--- config.mk ---
export PLATFORM = sky130hd
export DESIGN_NAME = encoder_position_servo_top_flat
export DESIGN_NICKNAME = d
export VERILOG_FILES = /design/src/rtl/eps_pkg.sv /design/src/rtl/eps_if.sv /design/src/rtl/eps_drive.sv /design/src/rtl/eps_core.sv /design/src/rtl/encoder_position_servo_top.sv /design/src/flat_wrapper.sv
export SDC_FILE = /design/constraint.sdc
export NUM_CORES = 1
export LEC_CHECK = 0
export BUFFER_PORTS_ARGS = -buffer_cell sky130_fd_sc_hd__buf_2
export CAP_MARGIN = 5
export CORE_AREA = 8 8 146 148
export CTS_BUF_LIST = sky130_fd_sc_hd__clkbuf_16
export CTS_CLUSTER_SIZE = 12
export DETAILED_ROUTE_END_ITERATION = 12
export DIE_AREA = 0 0 154 156
export PLACE_DENSITY_LB_ADDON = 0.12
export SYNTH_ARGS = -nofsm -noshare
export SYNTH_HDL_FRONTEND = slang
export SYNTH_SLANG_ARGS = --single-unit
--- constraint.sdc ---
create_clock -name clk -period 19.3 [get_ports clk]
set_input_delay 0.965 -clock clk [delete_from_list [all_inputs] [get_ports clk]]
set_output_delay 0.965 -clock clk [all_outputs]
set_load 0.02 [all_outputs]
--- src/rtl/eps_pkg.sv ---
package eps_pkg;

    localparam int START_POSITION_DEF = 32768;
    localparam int POSITION_BITS_DEF  = 16;

    localparam logic [7:0] GAIN_RESET       = 8'd1;
    localparam logic [7:0] DUTY_LIMIT_RESET = 8'd100;

    typedef enum logic [1:0] {
        FUNC_EDGE = 2'd0,
        FUNC_WRAP = 2'd1,
        FUNC_TICK = 2'd2
    } func_t;

    typedef enum logic [1:0] {
        DIR_BRAKE   = 2'd0,
        DIR_FORWARD = 2'd1,
        DIR_REVERSE = 2'd2
    } dir_t;

    typedef enum logic [0:0] {
        REG_GAIN       = 1'b0,
        REG_DUTY_LIMIT = 1'b1
    } reg_index_t;

    typedef struct packed {
        logic [1:0]  func;
        logic        phase_b_level;
        logic [15:0] capture_time;
        logic [15:0] target_position;
    } eps_item_t;

    typedef struct packed {
        logic [7:0]  drive_duty;
        logic [1:0]  bridge_direction;
        logic [15:0] position;
        logic [23:0] period_ticks;
        logic        period_fresh;
    } eps_result_t;

endpackage

--- src/rtl/eps_if.sv ---
interface eps_event_if;
    logic        valid;
    logic        ready;
    logic [1:0]  func;
    logic        phase_b_level;
    logic [15:0] capture_time;
    logic [15:0] target_position;

    modport source (
        output valid,
        output func,
        output phase_b_level,
        output capture_time,
        output target_position,
        input  ready
    );

    modport sink (
        input  valid,
        input  func,
        input  phase_b_level,
        input  capture_time,
        input  target_position,
        output ready
    );
endinterface

interface eps_result_if;
    logic        valid;
    logic        ready;
    logic [7:0]  drive_duty;
    logic [1:0]  bridge_direction;
    logic [15:0] position;
    logic [23:0] period_ticks;
    logic        period_fresh;

    modport source (
        output valid,
        output drive_duty,
        output bridge_direction,
        output position,
        output period_ticks,
        output period_fresh,
        input  ready
    );

    modport sink (
        input  valid,
        input  drive_duty,
        input  bridge_direction,
        input  position,
        input  period_ticks,
        input  period_fresh,
        output ready
    );
endinterface

--- src/rtl/eps_drive.sv ---
module eps_drive #(
    parameter int POSITION_BITS = eps_pkg::POSITION_BITS_DEF
) (
    input  logic [POSITION_BITS-1:0] position,
    input  logic [15:0]              target_position,
    input  logic [7:0]               gain,
    input  logic [7:0]               duty_limit,
    input  eps_pkg::dir_t            direction,
    output eps_pkg::dir_t            direction_next,
    output logic [7:0]               duty_next
);
    import eps_pkg::*;

    localparam int ERR_BITS = ((POSITION_BITS > 16) ? POSITION_BITS : 16) + 1;

    logic [ERR_BITS-1:0] target_ext;
    logic [ERR_BITS-1:0] position_ext;
    logic [ERR_BITS-1:0] diff;
    logic [ERR_BITS-1:0] magnitude;
    logic                negative;
    logic [7:0]          magnitude_clamp;
    logic [15:0]         product;
    logic [7:0]          duty_raw;

    always_comb
    begin
        target_ext   = ERR_BITS'(target_position);
        position_ext = ERR_BITS'(position);
        diff         = target_ext - position_ext;
        negative     = diff[ERR_BITS-1];
        magnitude    = negative ? (ERR_BITS'(0) - diff) : diff;
        // with a nonzero gain, any magnitude above 255 already drives the product past the limit
        magnitude_clamp = (magnitude > ERR_BITS'(8'hFF)) ? 8'hFF : magnitude[7:0];
        product         = 16'(magnitude_clamp) * 16'(gain);
        duty_raw        = (product > 16'(duty_limit)) ? duty_limit : product[7:0];
    end

    always_comb
    begin
        direction_next = DIR_BRAKE;
        duty_next      = 8'd0;
        if (diff != '0)
        begin
            if (!negative)
            begin
                if (direction != DIR_REVERSE)
                begin
                    direction_next = DIR_FORWARD;
                    duty_next      = duty_raw;
                end
            end
            else
            begin
                if (direction != DIR_FORWARD)
                begin
                    direction_next = DIR_REVERSE;
                    duty_next      = duty_raw;
                end
            end
        end
    end

endmodule

--- src/rtl/eps_core.sv ---
module eps_core #(
    parameter int START_POSITION = eps_pkg::START_POSITION_DEF,
    parameter int POSITION_BITS  = eps_pkg::POSITION_BITS_DEF
) (
    input  logic                clk,
    input  logic                rst_n,
    input  logic                cfg_we,
    input  eps_pkg::reg_index_t cfg_index,
    input  logic [7:0]          cfg_data,
    input  logic                step,
    input  eps_pkg::eps_item_t  item,
    output eps_pkg::eps_result_t result
);
    import eps_pkg::*;

    localparam logic [POSITION_BITS-1:0] POS_MAX   = '1;
    localparam logic [POSITION_BITS-1:0] POS_RESET = POSITION_BITS'(START_POSITION);

    logic [7:0]               gain_reg;
    logic [7:0]               limit_reg;
    logic [POSITION_BITS-1:0] position_reg;
    logic [POSITION_BITS-1:0] position_next;
    dir_t                     dir_reg;
    dir_t                     dir_next;
    logic [7:0]               duty_reg;
    logic [7:0]               duty_next;
    logic                     phase_reg;
    logic                     phase_next;
    logic [15:0]              first_time_reg;
    logic [15:0]              first_time_next;
    logic [7:0]               first_wraps_reg;
    logic [7:0]               first_wraps_next;
    logic [7:0]               wrap_reg;
    logic [7:0]               wrap_next;
    logic [23:0]              period_reg;
    logic [23:0]              period_next;
    logic                     fresh_reg;
    logic                     fresh_next;
    dir_t                     tick_dir;
    logic [7:0]               tick_duty;
    logic [23:0]              later;
    logic [23:0]              earlier;

    eps_drive #(
        .POSITION_BITS (POSITION_BITS)
    ) u_drive (
        .position        (position_reg),
        .target_position (item.target_position),
        .gain            (gain_reg),
        .duty_limit      (limit_reg),
        .direction       (dir_reg),
        .direction_next  (tick_dir),
        .duty_next       (tick_duty)
    );

    assign later   = {wrap_reg, item.capture_time};
    assign earlier = {first_wraps_reg, first_time_reg};

    always_comb
    begin
        position_next    = position_reg;
        dir_next         = dir_reg;
        duty_next        = duty_reg;
        phase_next       = phase_reg;
        first_time_next  = first_time_reg;
        first_wraps_next = first_wraps_reg;
        wrap_next        = wrap_reg;
        period_next      = period_reg;
        fresh_next       = 1'b0;
        case (func_t'(item.func))
            FUNC_EDGE:
            begin
                if (!item.phase_b_level)
                begin
                    if (position_reg != POS_MAX)
                        position_next = position_reg + POSITION_BITS'(1);
                end
                else
                begin
                    if (position_reg != '0)
                        position_next = position_reg - POSITION_BITS'(1);
                end
                if (!phase_reg)
                begin
                    first_time_next  = item.capture_time;
                    first_wraps_next = wrap_reg;
                    phase_next       = 1'b1;
                end
                else
                begin
                    period_next = later - earlier;
                    phase_next  = 1'b0;
                    fresh_next  = 1'b1;
                end
            end
            FUNC_WRAP:
                wrap_next = wrap_reg + 8'd1;
            FUNC_TICK:
            begin
                dir_next  = tick_dir;
                duty_next = tick_duty;
            end
            default:
            begin
            end
        endcase
    end

    always_ff @(posedge clk or negedge rst_n)
    begin
        if (!rst_n)
        begin
            gain_reg  <= GAIN_RESET;
            limit_reg <= DUTY_LIMIT_RESET;
        end
        else if (cfg_we)
        begin
            case (cfg_index)
                REG_GAIN:       gain_reg  <= cfg_data;
                REG_DUTY_LIMIT: limit_reg <= cfg_data;
                default:
                begin
                end
            endcase
        end
    end

    always_ff @(posedge clk or negedge rst_n)
    begin
        if (!rst_n)
        begin
            position_reg    <= POS_RESET;
            dir_reg         <= DIR_BRAKE;
            duty_reg        <= 8'd0;
            phase_reg       <= 1'b0;
            first_time_reg  <= 16'd0;
            first_wraps_reg <= 8'd0;
            wrap_reg        <= 8'd0;
            period_reg      <= 24'd0;
            fresh_reg       <= 1'b0;
        end
        else if (step)
        begin
            position_reg    <= position_next;
            dir_reg         <= dir_next;
            duty_reg        <= duty_next;
            phase_reg       <= phase_next;
            first_time_reg  <= first_time_next;
            first_wraps_reg <= first_wraps_next;
            wrap_reg        <= wrap_next;
            period_reg      <= period_next;
            fresh_reg       <= fresh_next;
        end
    end

    always_comb
    begin
        result.drive_duty       = duty_reg;
        result.bridge_direction = dir_reg;
        result.position         = 16'(position_reg);
        result.period_ticks     = period_reg;
        result.period_fresh     = fresh_reg;
    end

`ifndef SYNTHESIS
    a_brake_zero_duty : assert property (@(posedge clk) disable iff (!rst_n)
        dir_reg == DIR_BRAKE |-> duty_reg == 8'd0)
        else $error("duty nonzero while braking");

    a_no_direct_reverse : assert property (@(posedge clk) disable iff (!rst_n)
        dir_reg == DIR_FORWARD |=> dir_reg != DIR_REVERSE)
        else $error("drive reversed without a brake tick");

    a_wrap_advance : assert property (@(posedge clk) disable iff (!rst_n)
        step && item.func == FUNC_WRAP |=> wrap_reg == 8'($past(wrap_reg) + 8'd1))
        else $error("wrap counter did not advance");

    a_fresh_from_edge : assert property (@(posedge clk) disable iff (!rst_n)
        step && item.func != FUNC_EDGE |=> !fresh_reg)
        else $error("period marked fresh without an encoder edge");
`endif

endmodule

--- src/rtl/encoder_position_servo_top.sv ---
// Results are registered: an item passes the input register and then the result register,
// and results.valid rises once the item has moved into the result register.
// Throughput: one item per cycle while results.ready is high; a held result stalls both stages.
// Reset (rst_n low, asynchronous): position to START_POSITION, brake with duty 0,
// period, wrap and edge state to 0, gain to 1, duty limit to 100, both stages empty.
module encoder_position_servo_top #(
    parameter int START_POSITION = eps_pkg::START_POSITION_DEF,
    parameter int POSITION_BITS  = eps_pkg::POSITION_BITS_DEF
) (
    input  logic              clk,
    input  logic              rst_n,
    eps_event_if.sink         events,
    eps_result_if.source      results,
    input  logic              cfg_we,
    input  logic [0:0]        cfg_index,
    input  logic [7:0]        cfg_data
);
    import eps_pkg::*;

    logic        in_valid_reg;
    eps_item_t   item_reg;
    logic        out_valid_reg;
    logic        step;
    eps_result_t result;

    // advance the input stage whenever the result register is free or being drained
    assign step         = in_valid_reg && (!out_valid_reg || results.ready);
    assign events.ready = !in_valid_reg || step;

    always_ff @(posedge clk or negedge rst_n)
    begin
        if (!rst_n)
        begin
            in_valid_reg  <= 1'b0;
            out_valid_reg <= 1'b0;
        end
        else
        begin
            if (events.ready)
                in_valid_reg <= events.valid;
            if (step)
                out_valid_reg <= 1'b1;
            else if (results.ready)
                out_valid_reg <= 1'b0;
        end
    end

    always_ff @(posedge clk)
    begin
        if (events.valid && events.ready)
        begin
            item_reg.func            <= events.func;
            item_reg.phase_b_level   <= events.phase_b_level;
            item_reg.capture_time    <= events.capture_time;
            item_reg.target_position <= events.target_position;
        end
    end

    eps_core #(
        .START_POSITION (START_POSITION),
        .POSITION_BITS  (POSITION_BITS)
    ) u_core (
        .clk       (clk),
        .rst_n     (rst_n),
        .cfg_we    (cfg_we),
        .cfg_index (reg_index_t'(cfg_index)),
        .cfg_data  (cfg_data),
        .step      (step),
        .item      (item_reg),
        .result    (result)
    );

    assign results.valid            = out_valid_reg;
    assign results.drive_duty       = result.drive_duty;
    assign results.bridge_direction = result.bridge_direction;
    assign results.position         = result.position;
    assign results.period_ticks     = result.period_ticks;
    assign results.period_fresh     = result.period_fresh;

endmodule

--- src/flat_wrapper.sv ---
// flat-port wrapper written by rule: the top's interface ports become plain ports
module encoder_position_servo_top_flat import eps_pkg::*;
#(
    parameter int START_POSITION = eps_pkg::START_POSITION_DEF,
    parameter int POSITION_BITS  = eps_pkg::POSITION_BITS_DEF
)
  (clk, rst_n, cfg_we, cfg_index, cfg_data, events_valid, events_func, events_phase_b_level, events_capture_time, events_target_position, events_ready, results_valid, results_drive_duty, results_bridge_direction, results_position, results_period_ticks, results_period_fresh, results_ready);
  eps_event_if events_i ();
  eps_result_if results_i ();
  input  logic clk;
  input  logic rst_n;
  input  logic cfg_we;
  input  logic [0:0] cfg_index;
  input  logic [7:0] cfg_data;
  input wire logic [$bits(events_i.valid)-1:0] events_valid;
  input wire logic [$bits(events_i.func)-1:0] events_func;
  input wire logic [$bits(events_i.phase_b_level)-1:0] events_phase_b_level;
  input wire logic [$bits(events_i.capture_time)-1:0] events_capture_time;
  input wire logic [$bits(events_i.target_position)-1:0] events_target_position;
  output wire logic [$bits(events_i.ready)-1:0] events_ready;
  output wire logic [$bits(results_i.valid)-1:0] results_valid;
  output wire logic [$bits(results_i.drive_duty)-1:0] results_drive_duty;
  output wire logic [$bits(results_i.bridge_direction)-1:0] results_bridge_direction;
  output wire logic [$bits(results_i.position)-1:0] results_position;
  output wire logic [$bits(results_i.period_ticks)-1:0] results_period_ticks;
  output wire logic [$bits(results_i.period_fresh)-1:0] results_period_fresh;
  input wire logic [$bits(results_i.ready)-1:0] results_ready;
  assign events_i.valid = events_valid;
  assign events_i.func = events_func;
  assign events_i.phase_b_level = events_phase_b_level;
  assign events_i.capture_time = events_capture_time;
  assign events_i.target_position = events_target_position;
  assign events_ready = events_i.ready;
  assign results_valid = results_i.valid;
  assign results_drive_duty = results_i.drive_duty;
  assign results_bridge_direction = results_i.bridge_direction;
  assign results_position = results_i.position;
  assign results_period_ticks = results_i.period_ticks;
  assign results_period_fresh = results_i.period_fresh;
  assign results_i.ready = results_ready;
  encoder_position_servo_top #(.START_POSITION(START_POSITION), .POSITION_BITS(POSITION_BITS)) u_core (.clk(clk), .rst_n(rst_n), .events(events_i), .results(results_i), .cfg_we(cfg_we), .cfg_index(cfg_index), .cfg_data(cfg_data));
endmodule
==> metrics.csv, run 1 <==
stage;metric;value;unit
clock_tree;Sink Count;137;
worst_setup_path;Critical Path AT;10310;ps
logic_synthesis;Netlist cell types;70;
logic_synthesis;multiplexer share of the synthesized area;3.36;%
grt;GRT Util Overall;20.5;%
routing;number of nets with antenna violations after routing;0;
sta;final setup fails;0;
worst_setup_path;Critical Path Fanout Max;11;
sta;Setup Skew;9.12;ps
cells_and_area;max FFs per register;35;
floorplan;row count;51;
cells_and_area;layout cells sized above 1;14.9;%
worst_setup_path;Critical-path top delay cell;nor4_2;
clock_tree;H-tree depth;4;
logic_synthesis;Synth Area in Simple Gates;17.3;%
clock_tree;clk_lat worst skew;420;ps
logic_synthesis;asr flop ratio synth;74.5;%
placement;Final HPWL DP;17600;um
routing;DRC;0;
routing;initial drt markers;459;
logic_synthesis;count leader, synth;nand2_1;
worst_setup_path;critical path's most frequent cell;fa_1;
worst_setup_path;worst flop-to-flop path endpoint;u_core.u_core.duty_reg[0];
sta;hold violation total from the final report;0;
worst_setup_path;Req. time, crit path;19600;ps
worst_setup_path;Crit path largest cell delay;890;ps
logic_synthesis;Mapped Area;10300;sq um
logic_synthesis;Primary FF master, synth;dfrtp_1;
status;status;complete, no violations;
logic_synthesis;Mean Syn Cell Area;9.42;sq um
floorplan;Chip Width;154;um
floorplan;Die H;156;um
sta;Final min period;10000;ps
worst_setup_path;startpoint class of the critical path;flop;
cells_and_area;fin util;61.0;%
logic_synthesis;area leader, netlist;dfrtp_1;
logic_synthesis;synth cell count leaders;120 x nand2_1, 117 x inv_1, 99 x ha_1;
grt;met3 Track Usage GR;3.85;%
sta;Fin Setup TNS;0;ps
routing;drt pass-1 iters;5;
floorplan;Die Area;24000;sq um
hold_path;HP Class;in2async;
sta;Highest Clock Rate;0.100;GHz
grt;initial antenna violation count;1;
grt;largest net degree at the start of global routing;76;
clock_tree;TritonCTS Buffers;17;
logic_synthesis;post-synthesis adder-cell area fraction;19.6;%
logic_synthesis;synth top area cells;dfrtp_1 24%, ha_1 12%, edfxtp_1 10%, fa_1 7.6%, nand2_1 4.4%;
worst_setup_path;critical path type;reg2reg;
worst_setup_path;cells on worst reg2reg path;31;
logic_synthesis;Yosys top cell area share;23.5;%
logic_synthesis;largest family of logic cells by synthesized area;adder cells;
logic_synthesis;Seq/Total Area, Yosys;35.0;%
clock_tree;TritonCTS clock tree;done;
cells_and_area;nets;1382;
logic_synthesis;#FFs+latches synth;137;
clock_tree;Root Driver;clkbuf_16;
logic_synthesis;Syn. warnings;0;
clock_tree;CTS Hold Bufs;0;
sta;Slew HR;26.3;%
cells_and_area;area of the multi-input gates;6180;sq um
grt;met1 usage;27.6;%
worst_setup_path;Worst setup EP type;flop;
grt;Remaining Overflow, GRT;0;
logic_synthesis;complex-gate fraction of the synthesized area;14.4;%
worst_setup_path;Reg-to-Reg Start;u_core.u_core.position_reg[0];
routing;drt total wl;23700;um
sta;RSZ-0062 raised after global routing;no;
cells_and_area;Layout fillers;1655;
clock_tree;Setup Buffers After CTS;0;
sta;actual slew at the worst max-slew pin;1100;ps
routing;via count;8031;
routing;vias per cell;5.55;
grt;first-pass GRT wire length;40200;um
cells_and_area;area grow syn2layout;12.9;%
cells_and_area;Sequential Area;3610;sq um
logic_synthesis;Gate Count Post-Synth;1095;
floorplan;Initial Utilization;54.1;%
floorplan;Top-Level Pins;102;
logic_synthesis;XOR/XNOR Fraction of Synth Area;5.18;%
grt;vias in the first global route;7921;
routing;wire per inst;16.4;um
cells_and_area;n_diodes;0;
grt;GR peak layer;met2;
placement;gpl congestion;0.825;
logic_synthesis;Post-synth EDFFs;35;
clock_tree;clk slew on worst S/H paths;70;ps
logic_synthesis;Post-Syn Nets;1282;
worst_setup_path;R2R Setup Slk;9300;ps
clock_tree;count of cells resized by post-cts repair;0;
job;maximum capacitance violations;0;
grt;met2 Usage GRT;33.8;%
floorplan;core area;19100;sq um
placement;buffers added on ports;101;
sta;final period utilization;51.8;%
sta;fin. max-slew vios;0;
clock_tree;CTS Buffer Depth;2;
cell families after synthesis:
family          after synthesis
buf+inv                     140
fa+ha+maj                   138
mux                          32
simple gates                350
xor+xnor                     61
compound gates              237
flops                       137
metrics by stage:
step | cell area, sq um | hold slack (ps) | cells | setup WS (ps)
after global routing | 11600 | 486 | 1446 | 8340
after CTS | 11600 | 473 | 1446 | 9250
final | 11600 | 467 | 1446 | 9300
after floorplan | 10300 | 456 | 1095 | 10600
after global placement | 11100 | 457 | 1414 | 9630
after detailed placement | 11100 | 465 | 1414 | 9340
worst max-delay path: cells and delay by family (launching register included):
| kind | cells | cell delay, ps |
|---|---|---|
| AO/OA/AOI/OAI | 6 | 1800 |
| XOR/XNOR | 2 | 290 |
| adder cells (fa/ha/maj) | 8 | 3420 |
| buffers and inverters | 4 | 220 |
| flip-flops | 1 | 450 |
| AND/OR/NAND/NOR | 11 | 3710 |
metal layers:
layer	vias to the layer above	wire length, um
met1	3856	11300
met3	20	854
li1	4006	-
met5	-	11
met2	147	11200
met4	2	265
layout by cell type, fill, tap and decap left out, drive strengths merged, types with 19 or more instances in the layout:
cell,n
ha,99
and2,38
dfrtp,97
nor2,51
edfxtp,35
nor3,19
nor2b,31
fa,39
o21ai,90
xnor2,33
xor2,28
a21oi,53
nand2,121
buf,104
a21o,19
inv,125
mux2,21
layout make-up:
type                            count  share of cell area [%]
Sequential cell                   137                    31.0
Tap cell                          238                    2.56
Timing Repair Buffer              104                    4.56
Clock buffer                       17                    3.65
Multi-Input combinational cell    818                    53.1
Clock inverter                     15                    1.38
Inverter                          117                    3.77
how the worst max path moves through the flow:
stage | start | endpoint
floorplan | u_core.u_core.position_reg[0] | u_core.u_core.duty_reg[0]
global placement | u_core.u_core.position_reg[0] | u_core.u_core.duty_reg[0]
detailed placement | u_core.u_core.position_reg[0] | u_core.u_core.duty_reg[0]
CTS | u_core.u_core.position_reg[0] | u_core.u_core.duty_reg[0]
global route | u_core.u_core.position_reg[0] | u_core.u_core.duty_reg[0]
finish | u_core.u_core.position_reg[0] | u_core.u_core.duty_reg[0]
Power of run 1 is not shown: default switching activity piles up to over one toggle a cycle in this logic, so the estimate is an artifact.
==> run 2, diff against run 1 <==
Settings changed: ABC_AREA set to 1, CORE_AREA 8 8 146 148 to 8 8 148 150, DIE_AREA 0 0 154 156 to 0 0 156 158.
Clock period 19.3 ns to 10.19 ns, I/O delays scaled along.
==> run 2 against run 1 <==
Effect of this change: fmax rose by 28%; largest cell class unchanged; clock skew fell by 0.72 ps; flip-flop and latch count did not move.
==> metrics.csv, run 2 <==
stage;metric;value;unit;change
logic_synthesis;Seq/Total Area, Yosys;34.2;%;-0.82 points
worst_setup_path;critical path type;reg2reg;;
sta;actual slew at the worst max-slew pin;1070;ps;-38.8 ps
cells_and_area;area grow syn2layout;13.4;%;
logic_synthesis;Netlist cell types;45;;-36%
clock_tree;CTS Buffer Depth;2;;unchanged
sta;fin. max-slew vios;0;;unchanged
clock_tree;TritonCTS Buffers;17;;unchanged
worst_setup_path;Critical-path top delay cell;fa_1;;
grt;largest net degree at the start of global routing;53;;-30%
routing;number of nets with antenna violations after routing;0;;unchanged
worst_setup_path;Req. time, crit path;10550;ps;-9050 ps
clock_tree;clk slew on worst S/H paths;60;ps;about the same
status;status;complete, no violations;;
power_and_ir_drop;VDD IR-drop max;0.189;mV;
sta;Setup Skew;8.41;ps;-0.718 ps
worst_setup_path;Crit path largest cell delay;530;ps;-360 ps
worst_setup_path;delay-heaviest family, CP;adder cells;;
cells_and_area;layout cells sized above 1;11.4;%;-3.5 points
cells_and_area;most common cell after layout, fill and taps aside;nand2_1;;
routing;drt total wl;25200;um;+6.3%
logic_synthesis;synth top area cells;dfrtp_1 23%, ha_1 12%, nand2_1 11%, edfxtp_1 9.9%, fa_1 7.4%;;
logic_synthesis;Post-synth EDFFs;35;;unchanged
logic_synthesis;Mapped Area;10600;sq um;+2.4%
sta;Fin Hold WS;118;ps;-348 ps
cells_and_area;nets;1656;;+20%
logic_synthesis;synth cell count leaders;318 x nand2_1, 207 x inv_1, 141 x nor2_1;;
sta;Highest Clock Rate;0.128;GHz;+28%
floorplan;row count;52;;+2.0%
routing;drt pass-1 iters;5;;unchanged
floorplan;Initial Utilization;53.6;%;-0.48 points
logic_synthesis;count leader, synth;nand2_1;;
logic_synthesis;Post-Syn Nets;1549;;+21%
clock_tree;CTS Hold Bufs;0;;unchanged
sta;Slew HR;28.9;%;+2.6 points
routing;via count;9064;;+13%
logic_synthesis;Mean Syn Cell Area;7.76;sq um;-18%
sta;final period utilization;77.0;%;+25 points
grt;first-pass GRT wire length;42700;um;+6.3%
placement;gpl congestion;0.911;;+10%
routing;wire per inst;14.4;um;-12%
logic_synthesis;Primary FF master, synth;dfrtp_1;;
clock_tree;H-tree depth;4;;unchanged
clock_tree;Root Driver;clkbuf_16;;
routing;vias per cell;5.17;;-6.8%
routing;initial drt markers;432;;-5.9%
logic_synthesis;Yosys top cell area share;23.0;%;-0.55 points
placement;buffers added on ports;101;;unchanged
floorplan;Die Area;24600;sq um;+2.6%
grt;initial antenna violation count;1;;unchanged
clock_tree;Setup Buffers After CTS;0;;unchanged
hold_path;HP Class;in2async;;
power_and_ir_drop;PwrDens;371;nW/um^2;
clock_tree;clk_lat worst skew;420;ps;about the same
clock_tree;TritonCTS clock tree;done;;
placement;Final HPWL DP;20000;um;+13%
floorplan;Top-Level Pins;102;;unchanged
sta;Final min period;7840;ps;-2160 ps
floorplan;Chip Width;156;um;+1.3%
job;maximum capacitance violations;0;;unchanged
worst_setup_path;Worst setup EP type;flop;;
grt;GRT Util Overall;21.6;%;+1.0 points
worst_setup_path;Buf/Inv on CP;9;;+5
routing;DRC;0;;unchanged
cells_and_area;most frequent cells in the layout;318 x nand2_1, 208 x inv_1, 141 x nor2_1;;
logic_synthesis;Gate Count Post-Synth;1362;;+24%
logic_synthesis;area leader, netlist;dfrtp_1;;
logic_synthesis;#FFs+latches synth;137;;unchanged
cells_and_area;fin util;60.8;%;-0.26 points
clock_tree;Sink Count;137;;unchanged
sta;Fin Setup TNS;0;ps;unchanged
worst_setup_path;startpoint class of the critical path;flop;;
power_and_ir_drop;Final Power;4.45;mW;
floorplan;Die H;158;um;+1.3%
worst_setup_path;Critical Path AT;8200;ps;-2110 ps
floorplan;core area;19700;sq um;+3.3%
clock_tree;count of cells resized by post-cts repair;0;;unchanged
sta;final setup fails;0;;unchanged
logic_synthesis;Syn. warnings;0;;unchanged
cells_and_area;n_diodes;0;;unchanged
sta;hold violation total from the final report;0;;unchanged
worst_setup_path;Critical Path Fanout Max;10;;-1
grt;Remaining Overflow, GRT;0;;unchanged
sta;RSZ-0062 raised after global routing;no;;
power_and_ir_drop;Leak;6.33;nW;
cells_and_area;max FFs per register;35;;unchanged
grt;vias in the first global route;9138;;+15%
logic_synthesis;asr flop ratio synth;74.5;%;unchanged
## run 2: cell count changes after synthesis, sizes merged, moves of 31 or more
cell | before | now
nor2b | 31 | 0
inv | 117 | 210
nand2 | 121 | 321
nand3 | 17 | 78
nor2 | 51 | 149
and2 | 38 | 1
a21oi | 53 | 89
## run 2: power by group
part	internal [mW]	leakage (nW)	switching [mW]
registers	0.737	1.56	0.125
logic	1.11	4.48	1.85
clock network	0.385	0.290	0.244
total	2.23	6.33	2.22
## run 2: path summary, 6_finish.rpt
| path | from | end | slack (ps) | cells after the start |
|---|---|---|---|---|
| max | u_core.u_core.position_reg[8] | u_core.u_core.duty_reg[0] | 2350 | 43 |
| min | rst_n | u_core.u_core.period_reg[8] | 120 | 1 |
| max reg2reg | u_core.u_core.position_reg[8] | u_core.u_core.duty_reg[0] | 2350 | 43 |
| min reg2reg | u_core.u_core.period_reg[22] | u_core.u_core.period_reg[22] | 470 | 2 |
| max in group asynchronous | rst_n | u_core.u_core.gain_reg[3] | 8930 | 2 |
| min in group clk | events_target_position[15] | u_core.item_reg[15] | 260 | 1 |
## run 2: routing by layer
layer  part of all wire [%]  vias up  global-route usage [%]
met2                     49      173                    37.6
met4                    2.5        2                    7.95
li1                       -     4625                       -
met3                    3.3       44                    3.60
met1                     46     4220                    26.4
met5                  0.052        -                       0
## run 2: through the flow
step           cells  instance area [sq um]  setup WS (ps)
2_1_floorplan   1362                  10600           2910
3_3_place_gp    1720                  11400           2500
3_5_place_dp    1720                  11400           2400
4_1_cts         1752                  12000           2370
5_1_grt         1752                  12000           1480
6_report        1752                  12000           2350
## run 2: layout make-up
type	count	area, sq um
Fill cell	1831	7730
Sequential cell	137	3610
Inverter	211	792
Multi-Input combinational cell	996	6090
Timing Repair Buffer	106	546
Tap cell	270	338
Clock buffer	17	425
Clock inverter	15	176
## run 2: logic make-up (layout without fill, tap and decap cells)
logic type | Yosys count | after routing | share of synthesized area, %
buf+inv | 229 | 349 | 8.17
mux | 1 | 1 | 0.107
flops | 137 | 137 | 34.2
simple gates | 597 | 597 | 23.7
xor+xnor | 48 | 48 | 3.98
compound gates | 212 | 212 | 10.8
fa+ha+maj | 138 | 138 | 19.1
Power figures use the tool's default switching activity.
